**src/hdl/mm4_pkg.sv**
```systemverilog
// shared types and constants for the 4x4 fixed-point matrix multiplier
// no dependencies; imported by every module of the block
package mm4_pkg;

  localparam int ELEM_W    = 32;               // element width, signed fixed point
  localparam int FRAC_BITS = 16;               // fraction bits of an element
  localparam int DIM       = 4;                // matrix dimension
  localparam int DEPTH     = DIM * DIM;        // elements per matrix
  localparam int ADDR_W    = $clog2(DEPTH);    // element address width
  localparam int K_W       = $clog2(DIM);      // inner index width
  localparam int STEP_W    = ADDR_W + K_W;     // multiply-accumulate step count width
  localparam int PROD_W    = 2 * ELEM_W;       // exact product width
  localparam int ACC_W     = PROD_W + K_W;     // exact sum of DIM products

  // tag that travels down the pipeline beside the operands
  typedef struct packed {
    logic valid;      // stage holds a live step
    logic first;      // first term of a dot product
    logic last;       // last term of a dot product
    logic frame_end;  // last term of the last product element
  } tag_t;

endpackage

```
**src/hdl/mm4_store.sv**
```systemverilog
// element store: 16 x 32-bit memory, one write port, one registered read port
// depends on mm4_pkg
module mm4_store (
  input  logic                        clk,
  input  logic                        wr_en,
  input  logic [mm4_pkg::ADDR_W-1:0]  wr_addr,
  input  logic [mm4_pkg::ELEM_W-1:0]  wr_data,
  input  logic                        rd_en,
  input  logic [mm4_pkg::ADDR_W-1:0]  rd_addr,
  output logic [mm4_pkg::ELEM_W-1:0]  rd_data
);
  import mm4_pkg::*;

  logic [ELEM_W-1:0] mem [DEPTH];

  always_ff @(posedge clk) begin
    if (wr_en) begin
      mem[wr_addr] <= wr_data;
    end
    if (rd_en) begin
      rd_data <= mem[rd_addr];
    end
  end

endmodule

```
**src/hdl/mm4_mac.sv**
```systemverilog
// shared multiply-accumulate unit: registered 32x32 product, exact wide sum,
// floor truncation of the fraction and signed saturation; depends on mm4_pkg
module mm4_mac (
  input  logic                               clk,
  input  logic                               rst,
  input  logic                               adv,
  input  mm4_pkg::tag_t                      tag_in,
  input  logic signed [mm4_pkg::ELEM_W-1:0]  a,
  input  logic signed [mm4_pkg::ELEM_W-1:0]  b,
  output logic                               res_valid,
  output logic                               res_last,
  output logic        [mm4_pkg::ELEM_W-1:0]  res_value,
  output logic                               res_sat
);
  import mm4_pkg::*;

  localparam logic signed [ACC_W-1:0] V_MAX =
    {{(ACC_W-ELEM_W+1){1'b0}}, {(ELEM_W-1){1'b1}}};
  localparam logic signed [ACC_W-1:0] V_MIN =
    {{(ACC_W-ELEM_W+1){1'b1}}, {(ELEM_W-1){1'b0}}};

  tag_t                     mul_tag;
  logic signed [PROD_W-1:0] prod;
  logic                     acc_done;
  logic                     acc_end;
  logic signed [ACC_W-1:0]  acc;
  logic signed [ACC_W-1:0]  shifted;

  always_ff @(posedge clk) begin
    if (rst) begin
      mul_tag  <= '0;
      acc_done <= 1'b0;
      acc_end  <= 1'b0;
    end else if (adv) begin
      mul_tag  <= tag_in;
      acc_done <= mul_tag.valid && mul_tag.last;
      acc_end  <= mul_tag.valid && mul_tag.frame_end;
    end
  end

  always_ff @(posedge clk) begin
    if (adv) begin
      prod <= PROD_W'(a) * PROD_W'(b);
      if (mul_tag.valid) begin
        if (mul_tag.first) begin
          acc <= ACC_W'(prod);
        end else begin
          acc <= acc + ACC_W'(prod);
        end
      end
    end
  end

  // arithmetic shift of the exact sum is a floor toward minus infinity
  assign shifted = acc >>> FRAC_BITS;

  always_comb begin
    if (shifted > V_MAX) begin
      res_value = V_MAX[ELEM_W-1:0];
      res_sat   = 1'b1;
    end else if (shifted < V_MIN) begin
      res_value = V_MIN[ELEM_W-1:0];
      res_sat   = 1'b1;
    end else begin
      res_value = shifted[ELEM_W-1:0];
      res_sat   = 1'b0;
    end
  end

  assign res_valid = acc_done;
  assign res_last  = acc_end;

endmodule

```
**src/hdl/matrix4_multiply_unit.sv**
```systemverilog
// top level of the 4x4 signed fixed-point matrix multiplier
// depends on mm4_pkg, mm4_store and mm4_mac
//
// usage:
//   s_axis carries one item per matrix position, row-major: tdata[31:0] is the
//   left element, tdata[63:32] the right element at the same position.
//   after the sixteenth item the block computes P = A * B on one shared
//   multiply-accumulate unit, four steps per product element, 64 steps per
//   matrix, and sends the sixteen elements of P on m_axis in row-major order.
//   tuser flags an element that was clamped, tlast marks the sixteenth.
// flow:
//   each step passes the memory read, the product register and the
//   accumulator; a finished element then enters the output register.
//   s_axis_tready is low while the sequencer issues the steps of a matrix,
//   and a stalled m_axis holds it low longer; loading of the next pair
//   overlaps the drain of the last results.
// reset: synchronous, active high; clears the load position, the sequencer
//   and the pipeline valid bits, so loading starts at element 0.
// stall: a stalled m_axis freezes the whole step pipeline (read, multiply,
//   accumulate) until the output register is taken; loads still proceed.
module matrix4_multiply_unit (
  input  logic        clk,
  input  logic        rst,
  // input items
  input  logic        s_axis_tvalid,
  output logic        s_axis_tready,
  input  logic [63:0] s_axis_tdata,   // [31:0] left_element, [63:32] right_element
  // result items
  output logic        m_axis_tvalid,
  input  logic        m_axis_tready,
  output logic [31:0] m_axis_tdata,   // [31:0] product_element
  output logic        m_axis_tuser,   // [0] saturated
  output logic        m_axis_tlast    // last_element
);
  import mm4_pkg::*;

  typedef enum logic {
    ST_LOAD,
    ST_COMPUTE
  } state_t;

  state_t            state;
  logic [ADDR_W-1:0] load_count;
  logic [STEP_W-1:0] step;          // {row, col, k} of the next step
  logic [ADDR_W-1:0] out_count;     // results sent in this matrix
  tag_t              rd_tag;        // tag beside the registered memory read

  logic              in_fire;
  logic              out_fire;
  logic              adv;           // pipeline advances this cycle
  logic              issue;
  logic [K_W-1:0]    k_idx;
  logic [K_W-1:0]    row;
  logic [K_W-1:0]    col;
  logic [ADDR_W-1:0] left_addr;
  logic [ADDR_W-1:0] right_addr;
  logic [ELEM_W-1:0] left_data;
  logic [ELEM_W-1:0] right_data;

  logic              res_valid;
  logic              res_last;
  logic [ELEM_W-1:0] res_value;
  logic              res_sat;

  assign s_axis_tready = (state == ST_LOAD);
  assign in_fire       = s_axis_tvalid && s_axis_tready;
  assign out_fire      = m_axis_tvalid && m_axis_tready;
  assign adv           = !m_axis_tvalid || m_axis_tready;
  assign issue         = (state == ST_COMPUTE);

  // step order: row-major product element, then inner index k
  assign k_idx      = step[K_W-1:0];
  assign col        = step[2*K_W-1:K_W];
  assign row        = step[STEP_W-1:2*K_W];
  assign left_addr  = {row, k_idx};   // A[row][k]
  assign right_addr = {k_idx, col};   // B[k][col]

  mm4_store u_left (
    .clk     (clk),
    .wr_en   (in_fire),
    .wr_addr (load_count),
    .wr_data (s_axis_tdata[ELEM_W-1:0]),
    .rd_en   (adv),
    .rd_addr (left_addr),
    .rd_data (left_data)
  );

  mm4_store u_right (
    .clk     (clk),
    .wr_en   (in_fire),
    .wr_addr (load_count),
    .wr_data (s_axis_tdata[2*ELEM_W-1:ELEM_W]),
    .rd_en   (adv),
    .rd_addr (right_addr),
    .rd_data (right_data)
  );

  mm4_mac u_mac (
    .clk       (clk),
    .rst       (rst),
    .adv       (adv),
    .tag_in    (rd_tag),
    .a         (left_data),
    .b         (right_data),
    .res_valid (res_valid),
    .res_last  (res_last),
    .res_value (res_value),
    .res_sat   (res_sat)
  );

  // sequencer, load position, read tag and output register
  always_ff @(posedge clk) begin
    if (rst) begin
      state         <= ST_LOAD;
      load_count    <= '0;
      step          <= '0;
      out_count     <= '0;
      rd_tag        <= '0;
      m_axis_tvalid <= 1'b0;
    end else begin
      unique case (state)
        ST_LOAD: begin
          if (in_fire) begin
            load_count <= load_count + 1'b1;
            if (load_count == ADDR_W'(DEPTH - 1)) begin
              state <= ST_COMPUTE;
              step  <= '0;
            end
          end
        end
        ST_COMPUTE: begin
          if (adv) begin
            step <= step + 1'b1;
            if (step == {STEP_W{1'b1}}) begin
              state <= ST_LOAD;
            end
          end
        end
        default: begin
          state <= ST_LOAD;
        end
      endcase

      if (adv) begin
        rd_tag.valid     <= issue;
        rd_tag.first     <= (k_idx == '0);
        rd_tag.last      <= (k_idx == {K_W{1'b1}});
        rd_tag.frame_end <= (step == {STEP_W{1'b1}});
        m_axis_tvalid    <= res_valid;
      end

      if (out_fire) begin
        out_count <= out_count + 1'b1;
      end
    end
  end

  // output payload, loaded whenever the pipeline moves a finished element
  always_ff @(posedge clk) begin
    if (adv && res_valid) begin
      m_axis_tdata <= res_value;
      m_axis_tuser <= res_sat;
      m_axis_tlast <= res_last;
    end
  end

  // the sequencer only runs on a freshly wrapped load position
  a_compute_load_zero: assert property (@(posedge clk) disable iff (rst)
    (state == ST_COMPUTE) |-> (load_count == '0))
    else $error("step sequencer running with a partial load");

  // the end-of-matrix tag only rides on the last term of a dot product
  a_frame_end_on_last: assert property (@(posedge clk) disable iff (rst)
    (rd_tag.valid && rd_tag.frame_end) |-> rd_tag.last)
    else $error("frame end tag on an inner term");

  // tlast exactly on the sixteenth result of a matrix
  a_tlast_position: assert property (@(posedge clk) disable iff (rst)
    m_axis_tvalid |-> (m_axis_tlast == (out_count == ADDR_W'(DEPTH - 1))))
    else $error("tlast out of place");

  // a clamped element carries one of the two limits
  a_sat_value: assert property (@(posedge clk) disable iff (rst)
    (m_axis_tvalid && m_axis_tuser) |->
      (m_axis_tdata == 32'h7fff_ffff || m_axis_tdata == 32'h8000_0000))
    else $error("saturated flag without a limit value");

endmodule
```
**config.mk**
```make
export PLATFORM = sky130hd
export DESIGN_NAME = matrix4_multiply_unit
export DESIGN_NICKNAME = d
export VERILOG_FILES = /design/src/hdl/mm4_pkg.sv /design/src/hdl/mm4_store.sv /design/src/hdl/mm4_mac.sv /design/src/hdl/matrix4_multiply_unit.sv
export SDC_FILE = /design/constraint.sdc
export NUM_CORES = 2
export LEC_CHECK = 0
export ABC_AREA = 1
export BUFFER_PORTS_ARGS = -buffer_cell sky130_fd_sc_hd__buf_4
export CORE_MARGIN = 2
export CORE_UTILIZATION = 60
export DETAILED_ROUTE_END_ITERATION = 10
export PLACE_DENSITY = 0.75
export SETUP_SLACK_MARGIN = 0.4
export SLEW_MARGIN = 20
export SYNTH_ARGS = -nofsm -noshare
export SYNTH_HDL_FRONTEND = slang
export SYNTH_SLANG_ARGS = --single-unit
export TNS_END_PERCENT = 1
```
**constraint.sdc**
```tcl
create_clock -name clk -period 14.5 [get_ports clk]
set_clock_uncertainty 0.05 [all_clocks]
set_input_delay 2.175 -clock clk [delete_from_list [all_inputs] [get_ports clk]]
set_output_delay 2.175 -clock clk [all_outputs]
set_load 0.03 [all_outputs]
```
======== Word level (Yosys, flattened, before mapping) ========
Memory sizes are Yosys's and may differ from the RTL's. A register that Yosys moved wholly into a read port is not among the register bits.
Index checks and enable logic that the tools add are counted.
word-level totals
  bits in registers ....................... 186
  bits in latches ......................... 0
  bits in writable memories ............... 1024
  bits in read-only memories .............. 0
  input port bits ......................... 68
  word-level logic and storage cells ...... 58
  memories kept ........................... 2
cells by class
  add/sub/neg operators ................... 3
  $mul .................................... 1
  div/mod/pow operators ................... 0
  magnitude comparators ................... 2
  eq/ne operators ......................... 6
  shift-type cells ........................ 0
  mux-type cells .......................... 14
  bitwise logic cells ..................... 1
  reductions and logical operators ........ 10
memories
  name         words  bits a word  rd ports  clocked after memory_dff  wr ports  line             text
  u_left.mem   16     32           1         1                         1         mm4_store.sv:14  logic [ELEM_W-1:0] mem [DEPTH];
  u_right.mem  16     32           1         1                         1         mm4_store.sv:14
operator list
  kind                                                           count
  adder 66 x 64 -> 66 bit                                        1
  2-to-1 mux 66 bit                                              1
  multiplier 32 x 32 -> 64 bit                                   1
  > comparator 50 x 32 -> 1 bit (second input constant)          1
  less-than comparator 50 x 32 -> 1 bit (second input constant)  1
  2-to-1 mux 32 bit                                              1
  2-to-1 mux 6 bit                                               3
  case mux 6 bit (2 select lines)                                1
  2-to-1 mux 1 bit                                               7
  adder 6 x 1 -> 6 bit (second input constant)                   1
  == test 6 bit (second input constant)                          1
  inequality test 2 x 1 -> 1 bit (second input constant)         3
  adder 4 x 1 -> 4 bit (second input constant)                   1
  == test 4 bit (second input constant)                          1
  logical AND 1 bit                                              4
  AND reduction 2 bit                                            2
  AND reduction 3 bit                                            1
  == test 2 bit (second input constant)                          1
  zero test 2 bit                                                1
  case mux 1 bit (2 select lines)                                1
  zero test 1 bit                                                1
  logical OR 1 bit                                               1
  inverter 1 bit                                                 1

======== Longest topological paths before layout ========
  depth in word-level cells ............... 4
  depth in mapped cells ................... 32
  gate-level depth less buffers ........... 31

======== Cells and area by module ========
A second synthesis with hierarchy kept.
unflattened totals
  cell total of the unflattened synthesis .. 10641
  area, all modules ....................... 96517.6 um^2
by module, submodules not included
  module                 times used  cells an instance  area each (um^2)
  mm4_mac                1           6263               48627.9
  mm4_store              2           2120               23050.9
  matrix4_multiply_unit  1           138                1788.0

======== Least setup slack after synthesis ========
OpenSTA, ideal clock, no wires.
  path type ............................... reg2reg
  from .................................... register u_left.rd_data[31] in the netlist's numbering, read port of u_left.mem
  to ...................................... register u_mac.prod[61], data pin
  library setup time ...................... 252 ps
  arrival ................................. 7070 ps
  data required time ...................... 14198 ps
  setup slack ............................. 7128 ps
  cell stages (with the launch flop) ...... 28
  buffers on the path ..................... 1
  cells stage by stage .................... edfxtp_1 clkbuf_1 nand2_1 inv_1 fa_1 inv_1 fa_1 inv_1 fa_1 fa_1 inv_1 fa_1 inv_1 fa_1 inv_1 fa_1 inv_1 fa_1 ha_1 a21oi_1 a21boi_0 o21ai_0 nand3_1 nand3_1 a21oi_1 nand2_1 nand2_1 nand2_1
between the ends
  cells in the longest elaborated chain, start to end .. 1
ends and longest elaborated chain
  what                          line             text
  start, declared               mm4_store.sv:10  output logic [mm4_pkg::ELEM_W-1:0] rd_data
  multiplier 32 x 32 -> 64 bit  mm4_mac.sv:43    prod <= PROD_W'(a) * PROD_W'(b);
  end signal, assigned          mm4_mac.sv:43
  end, declared                 mm4_mac.sv:23    logic signed [PROD_W-1:0] prod;
Every way passes these cells.
A chain may end at the register's enable or synchronous reset.

======== Final worst setup path ========
Ends and elaborated chain as after synthesis.

==> impl_metrics.env <==
export IMPL_synth_area_um2=90900
export IMPL_cp_required_ns=14.97
export IMPL_cts_setup_buffers=0
export IMPL_gp_congestion=1.00
export IMPL_fp_coreArea_um2=150000
export IMPL_layout_common_cells="nand2_1, inv_1, edfxtp_1, fa_1, nor2_1"
export IMPL_status="finished clean"
export IMPL_grt_max_degree=161
export IMPL_instances_no_fill=11200
export IMPL_r2r_start="u_left.rd_data[31]$_DFFE_PN_"
export IMPL_fmax_mhz=120
export IMPL_max_stage_delay_ns=0.88
export IMPL_ios=104
export IMPL_routed_wl_um=253000
export IMPL_worstMarginPinSlew_ns=1.18
export IMPL_holdBufCountCts=0
export IMPL_initial_core_util=0.605
export IMPL_drtPass1Iterations=6
export IMPL_seq_area_frac_synth=0.418
export IMPL_synth_edf_count=1252
export IMPL_final_max_slew_viol_count=0
export IMPL_grt_pass1_vias=66400
export IMPL_htree_num_levels=4
export IMPL_slew_headroom=0.211
export IMPL_globalRouteTotalUtil=0.335
export IMPL_synth_cell_type_count=54
export IMPL_fin_crit_ns=8.33
export IMPL_rsz0062_at_grt="no"
export IMPL_final_common_cell="nand2_1"
export IMPL_wl_per_cell_um=22.6
export IMPL_port_buffers=103
export IMPL_grt_overflow_total=0
export IMPL_crit_start="u_left.rd_data[31]$_DFFE_PN_"
export IMPL_hold_viol=0
export IMPL_synth_warnings=0
export IMPL_postSynthAreaPerCell_um2=10.0
export IMPL_die_area_um2=155000
export IMPL_placed_cells=10900
export IMPL_cap_violations=0
export IMPL_remaining_drc_errors=0
export IMPL_clock_latency_ns=0.80
export IMPL_antenna_found_initial=9
export IMPL_async_flop_share=0
export IMPL_synthFlopType="edfxtp_1"
export IMPL_utilization=0.654
export IMPL_syn_nets=10500
export IMPL_clk_path_buf_depth=3
export IMPL_cp_max_fo=32
export IMPL_setup_violations=0
export IMPL_worstSetupStartpointType="flop"
export IMPL_fin_crit_sh=0.575
export IMPL_drtIter0Drc=6405
export IMPL_hpwl_um=176000
export IMPL_reg2reg_setup_slack_ns=6.17
export IMPL_syn_to_final_growth_pct=7.98
export IMPL_drive_above_1_share=0.0617
export IMPL_rows=142
export IMPL_rr_worst_depth=28
export IMPL_layout_nets=10500
export IMPL_critPathKind="flop to flop"
export IMPL_dieHeight_um=393
export IMPL_crit_end="u_mac.prod[61]$_DFFE_PN_"
export IMPL_clk_pin_slew_worst_paths_ns=0.06
export IMPL_die_w_um=393
export IMPL_cts_buffers=134
export IMPL_r2r_end="u_mac.prod[61]$_DFFE_PN_"
export IMPL_ctsResizeCount=0
export IMPL_synth_cells=9091
export IMPL_drtAntennaViolNets=0
export IMPL_ys_ff_latch=1274
export IMPL_cp_slowest_cell="fa_1"
export IMPL_viasPerCell=5.79
export IMPL_cts_sinks=1274
export IMPL_hold_path_class="flop to flop"
export IMPL_cp_data_arrival_time_ns=8.80
export IMPL_cp_end_kind="flop"
export IMPL_grt_pass1_wl_um=389000
export IMPL_fin_hold_ws_ns=0.398
export IMPL_fin_setup_tns_ns=0
export IMPL_cts_root_buf="clkbuf_16"
export IMPL_cts_tree="built"
export IMPL_vias=64700
state kept, by name, indices dropped and copies added, names as in the netlist:
| register | count |
|---|---|
| u_mac.res_valid | 1 |
| u_left.mem | 512 |
| u_mac.acc | 66 |
| u_mac.res_last | 1 |
| u_left.rd_data | 32 |
| u_mac.prod | 64 |
| m_axis_tlast | 1 |
| m_axis_tdata | 32 |
| m_axis_tuser | 1 |
| step | 6 |
| u_right.rd_data | 32 |
| m_axis_tvalid | 1 |
| rd_tag | 4 |
| u_right.mem | 512 |
| load_count | 4 |
| u_mac.mul_tag | 4 |
| issue | 1 |
final cells by class:
class                      instances  area (µm²)
fill                           11600       52000
antenna                            5        12.5
clock buffer                     170        3490
sequential                      1274       38100
clock inverter                    73         895
tap                             2016        2520
inverter                        1794        6760
multi-input combinational       5621       44700
timing repair buffer             222        1730
layer usage:
metal	vias up	global-route usage	share of wire
met2	3139	0.561	0.49
li1	28700	-	-
met4	8	0.119	0.037
met1	32300	0.444	0.39
met3	569	0.0566	0.085
met5	-	0	0.00021
cells in the mapped netlist (all sizes together) (3+ instances only):
| master | number | share of area |
|---|---|---|
| a21boi | 7 | 0.00058 |
| a21o | 10 | 0.00083 |
| a21oi | 190 | 0.011 |
| a221oi | 64 | 0.0062 |
| a22oi | 62 | 0.0051 |
| a31oi | 11 | 0.00076 |
| and3 | 4 | 0.00028 |
| buf | 63 | 0.0034 |
| clkbuf | 339 | 0.014 |
| clkinv | 3 | 0.00012 |
| dfxtp | 22 | 0.0048 |
| edfxtp | 1252 | 0.41 |
| fa | 1083 | 0.24 |
| ha | 255 | 0.035 |
| inv | 1791 | 0.074 |
| nand2 | 1950 | 0.081 |
| nand3 | 260 | 0.015 |
| nand3b | 21 | 0.0017 |
| nand4 | 30 | 0.0021 |
| nor2 | 720 | 0.031 |
| nor3 | 25 | 0.0016 |
| nor4 | 14 | 0.0013 |
| o211ai | 15 | 0.0014 |
| o21a | 7 | 0.00058 |
| o21ai | 629 | 0.035 |
| o21bai | 29 | 0.0024 |
| o221ai | 52 | 0.0050 |
| o22ai | 76 | 0.0052 |
| o31ai | 3 | 0.00030 |
| or2 | 26 | 0.0018 |
| xnor2 | 24 | 0.0023 |
| xor2 | 46 | 0.0044 |
stage by stage:
step,cell area [µm²],setup WS (ns)
floorplan,90900,7.13
global placement,93700,6.04
detailed placement,93700,6.02
CTS,98000,5.92
global route,98100,5.61
finish,98100,6.17
critical path: cells and delay by family (launching register included):
| family | cells | cell delay [ns] |
|---|---|---|
| adders and majority gates | 9 | 4.90 |
| buffers and inverters | 9 | 1.42 |
| AOI/OAI and AO/OA | 4 | 0.75 |
| and+or+nand+nor | 6 | 0.56 |
| DFF | 1 | 0.36 |
worst min-delay path by stage:
stage                                     start                     end  slack [ns]  depth (start not counted)
finish              u_mac.res_last$_SDFFE_PP0N_  m_axis_tlast$_DFFE_PP_        0.40                          0
CTS                 u_mac.res_last$_SDFFE_PP0N_  m_axis_tlast$_DFFE_PP_        0.39                          0
detailed placement  u_mac.res_last$_SDFFE_PP0N_  m_axis_tlast$_DFFE_PP_        0.38                          0
floorplan           u_mac.res_last$_SDFFE_PP0N_  m_axis_tlast$_DFFE_PP_        0.36                          0
global placement    u_mac.res_last$_SDFFE_PP0N_  m_axis_tlast$_DFFE_PP_        0.36                          0
global route        u_mac.res_last$_SDFFE_PP0N_  m_axis_tlast$_DFFE_PP_        0.42                          0
kinds of logic after synthesis:
group,after synthesis,share of synthesized area
flip-flops,1274,0.418
AO/OA/AOI/OAI,1163,0.0746
AND/OR/NAND/NOR,3050,0.135
XOR/XNOR,70,0.00675
buffers and inverters,2196,0.0914
adder cells (fa/ha/maj),1338,0.274
Power is left out: the tool's default activity adds up to more than one toggle a clock period on the data nets, which glitch-free logic cannot reach.
